File: src/sptt_pkg.sv
// Shared types, codes and a helper function of the sparse polynomial term table.
package sptt_pkg;

  // Default table depth.
  localparam int unsigned MAX_TERMS_DEF = 32;

  localparam int unsigned OP_W   = 3;
  localparam int unsigned PWR_W  = 16;
  localparam int unsigned COEF_W = 32;
  localparam int unsigned DLT_W  = COEF_W + 1;
  localparam int unsigned SUM_W  = COEF_W + 2;
  localparam int unsigned TCNT_W = 6;
  localparam int unsigned STAT_W = 2;
  localparam int unsigned MODE_W = 3;

  // Opcodes.
  localparam logic [OP_W-1:0] OP_SET   = 3'd0;
  localparam logic [OP_W-1:0] OP_ADD   = 3'd1;
  localparam logic [OP_W-1:0] OP_SUB   = 3'd2;
  localparam logic [OP_W-1:0] OP_READ  = 3'd3;
  localparam logic [OP_W-1:0] OP_CLEAR = 3'd4;

  // Status codes.
  localparam logic [STAT_W-1:0] STAT_DONE   = 2'd0;
  localparam logic [STAT_W-1:0] STAT_NOCHG  = 2'd1;
  localparam logic [STAT_W-1:0] STAT_FULL   = 2'd2;

  // Update modes broadcast to the cells.
  localparam logic [MODE_W-1:0] MD_NONE   = 3'd0;
  localparam logic [MODE_W-1:0] MD_WRITE  = 3'd1;
  localparam logic [MODE_W-1:0] MD_DROP   = 3'd2;
  localparam logic [MODE_W-1:0] MD_INSERT = 3'd3;
  localparam logic [MODE_W-1:0] MD_CLEAR  = 3'd4;

  typedef struct packed {
    logic [OP_W-1:0]          opcode;
    logic signed [PWR_W-1:0]  term_power;
    logic signed [COEF_W-1:0] coeff_value;
  } cmd_t;

  typedef struct packed {
    logic signed [COEF_W-1:0] read_coeff;
    logic signed [PWR_W-1:0]  degree;
    logic [TCNT_W-1:0]        term_count;
    logic [STAT_W-1:0]        status;
  } res_t;

  // One table entry as seen by the neighbors.
  typedef struct packed {
    logic                     vld;
    logic signed [PWR_W-1:0]  pw;
    logic signed [COEF_W-1:0] cf;
  } entry_t;

  // Word broadcast from the controller to every cell.
  typedef struct packed {
    logic                     cmp_en;
    logic                     is_set;
    logic signed [PWR_W-1:0]  pwr;
    logic signed [DLT_W-1:0]  dlt;
    logic [MODE_W-1:0]        mode;
    entry_t                   ins;
  } bcast_t;

  // Compare results each cell hands back; payloads are zero unless the cell matched.
  typedef struct packed {
    logic                     gt;
    logic                     eq;
    logic                     kill;
    logic signed [COEF_W-1:0] res_m;
    logic signed [COEF_W-1:0] cf_m;
  } flag_t;

  // Saturate a widened sum to the Q16.16 range.
  function automatic logic signed [COEF_W-1:0] sat_coef(input logic signed [SUM_W-1:0] v);
    logic signed [SUM_W-1:0] hi;
    logic signed [SUM_W-1:0] lo;
    hi = SUM_W'(34'sd2147483647);
    lo = -SUM_W'(34'sd2147483648);
    if (v > hi) begin
      return hi[COEF_W-1:0];
    end else if (v < lo) begin
      return lo[COEF_W-1:0];
    end else begin
      return v[COEF_W-1:0];
    end
  endfunction

endpackage

File: src/sptt_cell.sv
// One cell of the term chain: holds a single term, compares it and shifts with its neighbors.
module sptt_cell (
  input  logic             clk_i,
  input  logic             rst_ni,
  input  sptt_pkg::bcast_t bc_i,
  input  logic             prev_gt_i,
  input  sptt_pkg::entry_t prev_ent_i,
  input  sptt_pkg::entry_t next_ent_i,
  output sptt_pkg::entry_t ent_o,
  output sptt_pkg::flag_t  flag_o
);
  import sptt_pkg::*;

  logic                     vld_q, vld_d;
  logic signed [PWR_W-1:0]  pw_q, pw_d;
  logic signed [COEF_W-1:0] cf_q, cf_d;
  logic                     gt_q, eq_q;
  logic signed [COEF_W-1:0] res_q;
  logic signed [SUM_W-1:0]  sum;

  assign sum = SUM_W'(cf_q) + SUM_W'(bc_i.dlt);

  // Compare phase: flags and the candidate new coefficient are kept for the update phase.
  always_ff @(posedge clk_i or negedge rst_ni) begin
    if (!rst_ni) begin
      gt_q <= 1'b0;
      eq_q <= 1'b0;
    end else if (bc_i.cmp_en) begin
      gt_q <= vld_q && (pw_q > bc_i.pwr);
      eq_q <= vld_q && (pw_q == bc_i.pwr);
    end
  end

  always_ff @(posedge clk_i) begin
    if (bc_i.cmp_en) begin
      res_q <= bc_i.is_set ? bc_i.dlt[COEF_W-1:0] : sat_coef(sum);
    end
  end

  always_comb begin
    vld_d = vld_q;
    pw_d  = pw_q;
    cf_d  = cf_q;
    case (bc_i.mode)
      MD_WRITE: begin
        if (eq_q) begin
          cf_d = res_q;
        end
      end
      MD_DROP: begin
        if (!gt_q) begin
          vld_d = next_ent_i.vld;
          pw_d  = next_ent_i.pw;
          cf_d  = next_ent_i.cf;
        end
      end
      MD_INSERT: begin
        if (!gt_q) begin
          if (prev_gt_i) begin
            vld_d = bc_i.ins.vld;
            pw_d  = bc_i.ins.pw;
            cf_d  = bc_i.ins.cf;
          end else begin
            vld_d = prev_ent_i.vld;
            pw_d  = prev_ent_i.pw;
            cf_d  = prev_ent_i.cf;
          end
        end
      end
      MD_CLEAR: begin
        vld_d = 1'b0;
      end
      default: begin
      end
    endcase
  end

  always_ff @(posedge clk_i or negedge rst_ni) begin
    if (!rst_ni) begin
      vld_q <= 1'b0;
    end else begin
      vld_q <= vld_d;
    end
  end

  always_ff @(posedge clk_i) begin
    pw_q <= pw_d;
    cf_q <= cf_d;
  end

  assign ent_o.vld    = vld_q;
  assign ent_o.pw     = pw_q;
  assign ent_o.cf     = cf_q;
  assign flag_o.gt    = gt_q;
  assign flag_o.eq    = eq_q;
  assign flag_o.kill  = eq_q && (res_q == '0);
  assign flag_o.res_m = eq_q ? res_q : '0;
  assign flag_o.cf_m  = eq_q ? cf_q : '0;

endmodule

File: config.mk
export PLATFORM = sky130hd
export DESIGN_NAME = sptt_cell
export DESIGN_NICKNAME = d
export VERILOG_FILES = /design/src/sptt_pkg.sv /design/src/sptt_cell.sv
export SDC_FILE = /design/constraint.sdc
export NUM_CORES = 1
export LEC_CHECK = 0
export BUFFER_PORTS_ARGS = -buffer_cell sky130_fd_sc_hd__buf_4
export CAP_MARGIN = 30
export CORE_ASPECT_RATIO = 2
export CORE_UTILIZATION = 33
export DETAILED_ROUTE_END_ITERATION = 16
export SETUP_SLACK_MARGIN = 0.02
export SYNTH_ARGS = -nofsm -noshare
export SYNTH_HDL_FRONTEND = slang
export SYNTH_SLANG_ARGS = --single-unit
File: constraint.sdc
create_clock -name clk_i -period 4.17 [get_ports clk_i]
set_input_delay 0 -clock clk_i [delete_from_list [all_inputs] [get_ports clk_i]]
set_output_delay 0 -clock clk_i [all_outputs]
set_load 0.05 [all_outputs]
* After elaboration in Yosys (flattened, before gate mapping)
Index checks and enable logic that the tools add are counted.
Widths: inputs -> output; s select.
** Word-level totals
- Input port bits :: 204
- RAM bits :: 0
- Latch bits :: 0
- Flip-flop bits (word level) :: 83
- ROM bits :: 0
- Logic and storage cells :: 46
- Output and inout bits :: 116
- Memories :: 0
** Operators by class
- Reduce and logical (&&, ||, !) cells :: 10
- Add/subtract/negate cells :: 1
- Divide/modulo/power cells :: 0
- Bitwise logic cells :: 0
- Muxes and demuxes :: 18
- Shifts and indexed selects :: 0
- Eq/ne operators :: 8
- $mul :: 0
- Magnitude comparators :: 3
** Operators by type and width (count)
- $mux 32 :: 9
- $pmux 32 s3 :: 1
- $mux 16 :: 3
- $add 32x33->34 :: 1
- $gt 34x32->1 const B :: 1
- $lt 34x32->1 const B :: 1
- $logic_not 32->1 :: 1
- $pmux 16 s2 :: 1
- $eq 16x16->1 :: 1
- $gt 16x16->1 :: 1
- $eq 3x2->1 const B :: 2
- $ne 2x2->1 const B :: 3
- $reduce_and 3->1 :: 2
- $reduce_bool 3->1 :: 2
- $reduce_and 4->1 :: 1
- $eq 3x1->1 const B :: 1
- $eq 3x3->1 const B :: 1
- $logic_and 1x1->1 :: 3
- $mux 1 :: 3
- $pmux 1 s3 :: 1
- $reduce_bool 2->1 :: 1

* Longest topological paths before layout
Gate-level depths: netlist of run 1.
- Word-level depth :: 5
- Mapped depth :: 13
- Mapped depth without buffers :: 11

* Worst setup path before layout of run 1
Ideal clock, no wire load.
- Path kind :: register to register
- Start point :: reg cf_q[0]
- End point :: reg res_q[21] (data pin)
- Clock period less this slack :: 3.461 ns
- Library setup time :: 0.275 ns
- Setup slack :: 0.709 ns
- Buffers on the path :: 2
- Data required time :: 3.895 ns
- Arrival time :: 3.186 ns
- Stages on the path, launching flop included :: 14
- Path through :: edfxtp_1 ha_1 inv_1 fa_1 nand2b_1 a21o_1 a311oi_1 a211o_1 and4_1 nor3_4 o211ai_1 buf_2 buf_2 o311ai_2
** On the way
- Cells in the longest elaborated chain, start to end :: 5
- Elaborated cells between the ends (all ways) :: 6
- Those cells by class :: 1 x add/sub; 2 x order compare; 3 x mux
** Ends and longest elaborated chain
- from (decl) :: RTL line sptt_cell.sv:16 : logic signed [COEF_W-1:0] cf_q, cf_d;
- from (signal assigned) :: RTL line sptt_cell.sv:88 : cf_q <= cf_d;
- $add 32x33->34 (*) :: RTL line sptt_cell.sv:21 : assign sum = SUM_W'(cf_q) + SUM_W'(bc_i.dlt);
- $lt 34x32->1 :: RTL line sptt_pkg.sv:82 : end else if (v < lo) begin
- $mux 32 :: RTL line sptt_pkg.sv:82
- $mux 32 (*) :: RTL line sptt_pkg.sv:80 : if (v > hi) begin
- $mux 32 (*) :: RTL line sptt_cell.sv:36 : res_q <= bc_i.is_set ? bc_i.dlt[COEF_W-1:0] : sat_coef(sum);
- to (signal assigned) :: RTL line sptt_cell.sv:36
- to (decl) :: RTL line sptt_cell.sv:18 : logic signed [COEF_W-1:0] res_q;
Mark *: on every way between the ends. The rest lies on a longest branch, timed or not.
A chain may end at the register's enable or synchronous reset.

* Final worst setup path of run 1
- Start point :: reg cf_q[1]
- End point :: reg res_q[12] (data pin)
The elaborated chain is that of the path after synthesis.

==> flow_summary.json, run 1 <==
{
  "ys_warn_count": 0,
  "dpl_cell_area_um2": 9730,
  "hp-class": "input pin to flop",
  "synth_area_leaders": "edfxtp_1 (34%), ha_1 (8.6%), nand2_1 (7.6%)",
  "core_area_um2": 21100,
  "routed_via_density": 5.27,
  "htreeDepth": 3,
  "cts_tree": "yes",
  "cts_resized": 0,
  "finalInstanceArea_um2": 10600,
  "max_freq_mhz": 290,
  "detail_route.wl_per_cell_um": 20.8,
  "synth_edf_count": 80,
  "routabilityCongestion": 0.903,
  "synth_cell_types": 54,
  "die_w_um": 106,
  "min_to": "pw_q[5]",
  "path_max_fanout": 14,
  "grt_max_degree": 68,
  "path_class": "flop to flop",
  "r2r_start": "cf_q[1]",
  "final_antenna_net_count": 0,
  "grt_pass1_vias": 7838,
  "die_y_um": 210,
  "critPathArrivalTime_ns": 3.53,
  "relSlewSlack_pct": 40.8,
  "io_pins": 320,
  "clock_path_buffers": 2,
  "rsz0062_at_grt": "false",
  "drc": 0,
  "drv_cap": 0,
  "cts_made_buffers": 9,
  "clk_pin_slew_ns": 0.07,
  "grtUsageTotal_pct": 26.9,
  "wl_um": 30000,
  "crit_path_start_kind": "flop",
  "crit_required_ns": 4.25,
  "setup_viol": 0,
  "io_buffers": 319,
  "hold_violations": 0,
  "seq_area_um2": 2480,
  "tns_ns": 0,
  "critPathCaptureType": "flop",
  "cts_root_buffer": "clkbuf_16",
  "postSynthCellCount": 832,
  "syn2layout_area_growth_pct": 48.0,
  "syn_nets": 1086,
  "synth_area_um2": 7140,
  "antenna_found_initial": 1,
  "async_flop_share_pct": 3.61,
  "initial_core_util_pct": 33.8,
  "fillerInstances": 2074,
  "multi_input_area_um2": 4320,
  "worst_pin_slew_ns": 0.888,
  "worstReg2RegEnd": "res_q[12]",
  "rr_worst_depth": 10,
  "r2r_slack_ns": 0.72,
  "synthDominantCellAreaShare_pct": 33.6,
  "synthTopCellsByCount": "nand2_1 (144), o21ai_0 (98), edfxtp_1 (80)",
  "cts_num_sinks": 83,
  "dr.pass1.iters": 5,
  "synth_seq_cells": 83,
  "whs_path_depth": 3,
  "final_nets": 1421,
  "row_count": 75,
  "ys_seq_area_share_pct": 34.7,
  "clk_latency_ns": 0.36,
  "layout-drive-gt1-share_pct": 30.1,
  "status": "completed",
  "powerDensity_nw_per_um2": 295,
  "overflow": 0,
  "power.static_leakage_nw": 4.89,
  "synth_area_per_cell_um2": 8.58,
  "skew_ns": 0.0102,
  "yosysMostFrequentCell": "nand2_1",
  "layout_min_cycle_time_ns": 3.45,
  "hp-start": "prev_ent_i[37]",
  "vdd.ir_drop.worst_uv": 194,
  "synth.largest_area_cell": "edfxtp_1",
  "slew_viol_final": 0,
  "drt_iter0_drc": 293,
  "hpwl_um": 24000,
  "die-area_um2": 22300,
  "synth-main-ff-cell": "edfxtp_1",
  "grt_pass1_wl_um": 43800,
  "fin_crit_sh_pct": 82.7,
  "vias": 7599
}
==> power by group <==
group | total, mW | internal (mW) | leakage (nW) | switching (mW)
logic | 1.10 | 0.470 | 3.95 | 0.634
clock network | 0.876 | 0.475 | 0.147 | 0.401
registers | 1.13 | 1.04 | 0.792 | 0.0961
==> worst max-delay path: stages, from the launching register on <==
cell and delay [ns]:
edfxtp_1 0.41, ha_1 0.31, a211oi_1 0.31, o21ai_1 0.18, o211ai_1 0.32, a31oi_1 0.20
a211oi_1 0.54, a21oi_1 0.29, a21oi_2 0.21, buf_4 0.26, o311ai_1 0.13
==> per-stage QoR <==
stage	worst slack [ns]	hold slack (ns)	instances	total power [mW]	utilization, %
finish	0.722	0.00858	1442	3.11	50.0
detailed placement	0.736	-0.200	1372	2.21	46.1
global route	0.492	0.0227	1442	3.25	50.0
global placement	0.910	-0.204	1371	2.20	45.9
CTS	0.715	0.000525	1441	3.13	50.0
floorplan	0.709	-0.296	832	1.76	-
==> how the worst max path moves through the flow <==
stage / start / endpoint / slack [ns]
final: cf_q[1] / res_q[12] / 0.72
after global routing: cf_q[1] / res_q[22] / 0.49
after CTS: cf_q[1] / res_q[12] / 0.71
after detailed placement: cf_q[1] / res_q[12] / 0.74
after global placement: cf_q[1] / res_q[30] / 0.91
after floorplan: cf_q[0] / res_q[21] / 0.71
==> flip-flops by register name (all words and copies together) (netlist names) <==
| signal | flops |
|---|---|
| cf_q | 32 |
| eq_q | 1 |
| gt_q | 1 |
| pw_q | 16 |
| res_q | 32 |
| vld_q | 1 |
==> what timing repair did <==
item	CTS	global route
endpoints found under the hold margin	48	0
hold buffers	53	0
buffers inserted	0	0
==> cells by family (layout without fill, tap and decap cells) <==
group,after synthesis,count (layout),share of synthesized area [%]
buf+inv,86,426,4.98
compound gates,240,240,21.0
fa+ha+maj,50,50,8.87
mux,50,50,7.03
xor+xnor,28,28,3.44
other cells,0,1,0
simple gates,295,295,20.0
flops,83,83,34.7
==> placed cells by master (no fill, tap or decap), types with 3 or more instances in the layout <==
cell	n
a211oi_1	7
a21o_1	20
a21oi_1	42
a31oi_1	4
and2_1	66
buf_4	327
clkbuf_16	9
dlygate4sd3_1	53
edfxtp_1	80
ha_1	49
inv_1	29
inv_6	4
mux2i_1	49
nand2_1	143
nand2b_1	3
nand3_1	8
nand4_1	15
nor2_1	24
nor2b_1	5
nor3_1	7
nor4_1	8
o211ai_1	12
o21a_1	4
o21ai_0	98
o21bai_1	5
o22ai_1	3
o311ai_1	27
or3_1	5
xnor2_1	15
xor2_1	13
==> area by class of cell <==
cell class | count | share of cell area, %
Sequential cell | 83 | 23.5
Tap cell | 269 | 3.19
Timing Repair Buffer | 381 | 28.5
Clock inverter | 7 | 0.770
Antenna cell | 1 | 0.0237
Multi-Input combinational cell | 663 | 40.9
Clock buffer | 9 | 2.13
Inverter | 29 | 1.03
==> per-layer routing <==
layer	global-route usage, %	routed length (um)
met2	54.9	17000
met4	15.2	1520
met1	24.5	10000
met5	0	0
met3	3.71	1410
(Power assumes the default switching activity.)
==> run 2, diff against run 1 <==
- clock period: 4.17 -> 3.6 ns (I/O delays scaled with it)
==> flow_summary.json, run 2 (same netlist as run 1, synthesis figures left out) <==
{
  "placedCellCount": 1376,
  "post-cts-setup-buffer-count": 0,
  "clock_path_buffers": 2,
  "path_max_fanout": 29,
  "cts_tree": "yes",
  "rr_worst_depth": 9,
  "tns_ns": 0,
  "grtUsageTotal_pct": 26.7,
  "vdd.ir_drop.worst_uv": 198,
  "power.static_leakage_nw": 4.90,
  "vias": 7613,
  "antenna_found_initial": 0,
  "die_y_um": 210,
  "fillerInstances": 2066,
  "row_count": 75,
  "die-area_um2": 22300,
  "worstReg2RegEnd": "res_q[30]",
  "routabilityCongestion": 0.952,
  "critPathCaptureType": "flop",
  "die_w_um": 106,
  "syn2layout_area_growth_pct": 48.2,
  "reg_top3": "cf_q: 32 flops, res_q: 32 flops, pw_q: 16 flops",
  "layout_min_cycle_time_ns": 3.36,
  "dr.pass1.iters": 5,
  "hold_violations": 0,
  "cts_num_sinks": 83,
  "status": "completed",
  "slew_viol_final": 0,
  "rsz0062_at_grt": "false",
  "instances_no_fill": 1440,
  "clk_pin_slew_ns": 0.07,
  "wl_um": 29600,
  "worst_pin_slew_ns": 0.661,
  "io_buffers": 319,
  "drc": 0,
  "detail_route.wl_per_cell_um": 20.6,
  "fin_crit_sh_pct": 93.2,
  "max_freq_mhz": 298,
  "clk_latency_ns": 0.36,
  "hp-class": "input pin to flop",
  "skew_ns": 0.0164,
  "layout-drive-gt1-share_pct": 30.4,
  "r2r_start": "cf_q[19]",
  "critPathArrivalTime_ns": 3.43,
  "path_class": "flop to flop",
  "io_pins": 320,
  "core_area_um2": 21100,
  "cts_made_buffers": 9,
  "final_common_cell": "buf_4",
  "final_cell_mix": "buf_4 (329), nand2_1 (143), o21ai_0 (98)",
  "grt_pass1_wl_um": 43900,
  "min_to": "pw_q[8]",
  "grt_pass1_vias": 7710,
  "grt_max_degree": 68,
  "drv_cap": 0,
  "whs_path_depth": 3,
  "powerDensity_nw_per_um2": 342,
  "overflow": 0,
  "crit_path_start_kind": "flop",
  "hpwl_um": 23800,
  "relSlewSlack_pct": 55.5,
  "final_antenna_net_count": 0,
  "cts_root_buffer": "clkbuf_16",
  "initial_core_util_pct": 33.8,
  "crit_required_ns": 3.67,
  "final_nets": 1420,
  "r2r_slack_ns": 0.24,
  "drt_iter0_drc": 355,
  "routed_via_density": 5.29,
  "setup_viol": 0,
  "hp-start": "prev_ent_i[40]",
  "htreeDepth": 3
}
## run 2: changes by cell type in the layout (fill, tap and decap cells not counted), sizes merged
| cell | before | now |
|---|---|---|
| bufinv | 1 | 2 |
| clkinv | 1 | 4 |
| inv | 33 | 29 |
| dlygate4sd3 | 53 | 48 |
| clkinvlp | 1 | 0 |
| buf | 328 | 332 |
## run 2: how the worst max path moves through the flow
stage,from,to,cells past startpoint
detailed placement,cf_q[4],res_q[20],11
global placement,cf_q[0],res_q[30],12
finish,cf_q[19],res_q[30],9
floorplan,cf_q[0],res_q[21],13
CTS,cf_q[4],res_q[29],11
global route,cf_q[1],res_q[26],10
## run 2: repair_timing
item	CTS	global route
hold buffers	48	0
gates resized for setup	0	2
hold endpoints to repair	49	0
endpoints found under the setup margin	0	5
## run 2: area by class of cell
cell class	instances	area [um^2]	share of cell area, %
Multi-Input combinational cell	663	4330	40.9
Timing Repair Buffer	380	3020	28.5
Sequential cell	83	2480	23.4
Tap cell	269	337	3.18
Clock buffer	9	225	2.13
Inverter	29	109	1.03
Clock inverter	6	81.3	0.769
Antenna cell	1	2.50	0.0236
## run 2: per-layer routing
layer	wire length, um	vias to the layer above	part of all wire [%]	GRT usage [%]
met2	17100	339	58	54.5
met3	1660	46	5.6	4.30
met5	0	-	0	0
li1	-	3712	-	-
met1	9720	3516	33	25.2
met4	1110	0	3.8	11.5
## run 2: stage by stage
step | hold WS [ns] | power [mW] | util (%) | cell area [um^2] | worst slack [ns]
3_5_place_dp | -0.202 | 2.58 | 46.3 | 9780 | 0.231
4_1_cts | 0.00166 | 3.64 | 50.1 | 10600 | 0.220
6_report | 0.00747 | 3.62 | 50.1 | 10600 | 0.245
3_3_place_gp | -0.202 | 2.56 | 46.2 | 9750 | 0.344
2_1_floorplan | -0.296 | 2.04 | - | 7140 | 0.139
5_1_grt | 0.0346 | 3.78 | 50.1 | 10600 | 0.0864
## run 2: power breakdown
group          internal (mW)  switching (mW)  leakage (nW)  total, mW
combinational          0.554           0.737          3.96       1.29
sequential              1.20           0.113         0.792       1.32
clock                  0.600           0.414         0.150       1.01
total                   2.36            1.26          4.90       3.62
## run 2: worst max-delay path, cell delays in order (launching register included)
cell      delay, ns
edfxtp_1       0.42
ha_1           0.41
a21o_1         0.25
o41a_1         0.38
a221o_1        0.39
a211oi_1       0.44
nor3_4         0.12
o211ai_1       0.29
buf_12         0.23
o311ai_1       0.13
==> run 3, diff against run 2 <==
- GPL_TIMING_DRIVEN: not set -> 1
- HOLD_SLACK_MARGIN: not set -> 0.06
==> flow_summary.json, run 3 (same netlist as run 1, synthesis figures left out) <==
{
  "status": "completed",
  "detail_route.wl_per_cell_um": 20.5,
  "die-area_um2": 22300,
  "drc": 0,
  "critPathArrivalTime_ns": 3.43,
  "clock_path_buffers": 2,
  "cp_slowest_cell": "a211oi_1",
  "drt_iter0_drc": 392,
  "critPathCaptureType": "flop",
  "cts_root_buffer": "clkbuf_16",
  "drv_cap": 0,
  "r2r_slack_ns": 0.24,
  "die_y_um": 210,
  "fin_crit_sh_pct": 93.3,
  "grtUsageTotal_pct": 27.1,
  "wl_um": 30200,
  "hp-class": "input pin to flop",
  "htreeDepth": 3,
  "path_class": "flop to flop",
  "vias": 7780,
  "die_w_um": 106,
  "powerDensity_nw_per_um2": 335,
  "hpwl_um": 23800,
  "dr.pass1.iters": 5,
  "grt_pass1_vias": 7878,
  "fillerInstances": 2043,
  "finalInstanceArea_um2": 10900,
  "cts_num_sinks": 83,
  "routabilityCongestion": 0.952,
  "power.static_leakage_nw": 5.04,
  "final_antenna_net_count": 0,
  "final_nets": 1454,
  "path_max_fanout": 29,
  "final_common_cell": "buf_4",
  "max_freq_mhz": 298,
  "slew_viol_final": 0,
  "crit_required_ns": 3.67,
  "setup_viol": 0,
  "vdd.ir_drop.worst_uv": 200,
  "antennaDiodeCount": 0,
  "rsz0062_at_grt": "false",
  "tns_ns": 0,
  "row_count": 75,
  "layout-drive-gt1-share_pct": 29.6,
  "initial_core_util_pct": 33.8,
  "routed_via_density": 5.28,
  "final_cell_mix": "buf_4 (329), nand2_1 (143), o21ai_0 (98)",
  "dpl_cell_area_um2": 9780,
  "relSlewSlack_pct": 54.3,
  "post-cts-setup-buffer-count": 0,
  "grt_pass1_wl_um": 44700,
  "overflow": 0,
  "cts_tree": "yes",
  "reg_top3": "cf_q: 32 flops, res_q: 32 flops, pw_q: 16 flops",
  "layout_min_cycle_time_ns": 3.36,
  "hold_violations": 0,
  "slowest_delay_ns": 0.44,
  "io_pins": 320,
  "grt_max_degree": 68,
  "clk_latency_ns": 0.36,
  "crit_chain": "ha_1 -> a21o_1 -> o41a_1 -> a221o_1 -> a211oi_1 -> nor3_4 -> o211ai_1 -> buf_12 -> o311ai_1",
  "clk_pin_slew_ns": 0.07,
  "crit_path_start_kind": "flop",
  "cts_made_buffers": 9,
  "skew_ns": 0.0112,
  "worst_pin_slew_ns": 0.686,
  "io_buffers": 319,
  "core_area_um2": 21100,
  "antenna_found_initial": 0,
  "syn2layout_area_growth_pct": 52.9
}
-- run 3: changes by cell type in the layout (fill, tap and decap cells not counted) --
cell           before  now
diode_2             1    0
dlygate4sd3_1      48   82
-- run 3: power by group --
group	total, mW	internal [mW]	switching [mW]	leakage (nW)
sequential	1.32	1.20	0.113	0.792
combinational	1.33	0.585	0.748	4.10
clock	1.01	0.600	0.413	0.150
total	3.66	2.39	1.27	5.04
-- run 3: final cells by class --
type | instances | area (um^2) | area share (%)
clock buffers | 9 | 225 | 2.06
multi-input cells | 663 | 4330 | 39.7
flip-flops and latches | 83 | 2480 | 22.7
clock inverters | 6 | 81.3 | 0.745
repair buffers | 414 | 3360 | 30.8
inverters | 29 | 109 | 0.997
well taps | 269 | 337 | 3.08
-- run 3: repair_timing --
action / 4_1_cts / 5_1_grt
resized for setup: 0 / 2
hold buffers: 82 / 0
endpoints found under the setup margin: 0 / 5
endpoints found under the hold margin: 75 / 0
-- run 3: worst paths after layout --
| check | startpoint | endpoint | cells past startpoint |
|---|---|---|---|
| max | cf_q[19] | res_q[30] | 9 |
| min | next_ent_i[25] | cf_q[25] | 3 |
| max reg2reg | cf_q[19] | res_q[30] | 9 |
| min reg2reg | res_q[18] | cf_q[18] | 2 |
| max in group asynchronous | rst_ni | eq_q | 3 |
| min in group asynchronous | rst_ni | gt_q | 3 |
-- run 3: worst max-delay path: cells and delay by family (launching register included) --
kind,cells,cell delay [ns]
AO/OA/AOI/OAI,6,1.88
flip-flops,1,0.42
adder cells (fa/ha/maj),1,0.41
buffers and inverters,1,0.24
AND/OR/NAND/NOR,1,0.12
-- run 3: routing by layer --
layer	routed length [um]	track usage, %	vias to the layer above
li1	-	-	3776
met1	9860	25.8	3607
met2	17300	54.8	344
met3	1760	4.14	53
met4	1260	12.5	0
met5	0	0	-
-- run 3: per-stage QoR --
| stage | power, mW | utilization, % | hold WS, ns | std cells | setup slack (ns) |
|---|---|---|---|---|---|
| CTS | 3.67 | 51.7 | 0.0661 | 1473 | 0.220 |
| global placement | 2.56 | 46.2 | -0.202 | 1375 | 0.344 |
| global route | 3.81 | 51.7 | 0.0803 | 1473 | 0.0855 |
| detailed placement | 2.58 | 46.3 | -0.202 | 1376 | 0.231 |
| floorplan | 2.04 | - | -0.296 | 832 | 0.139 |
| finish | 3.66 | 51.7 | 0.0587 | 1473 | 0.243 |
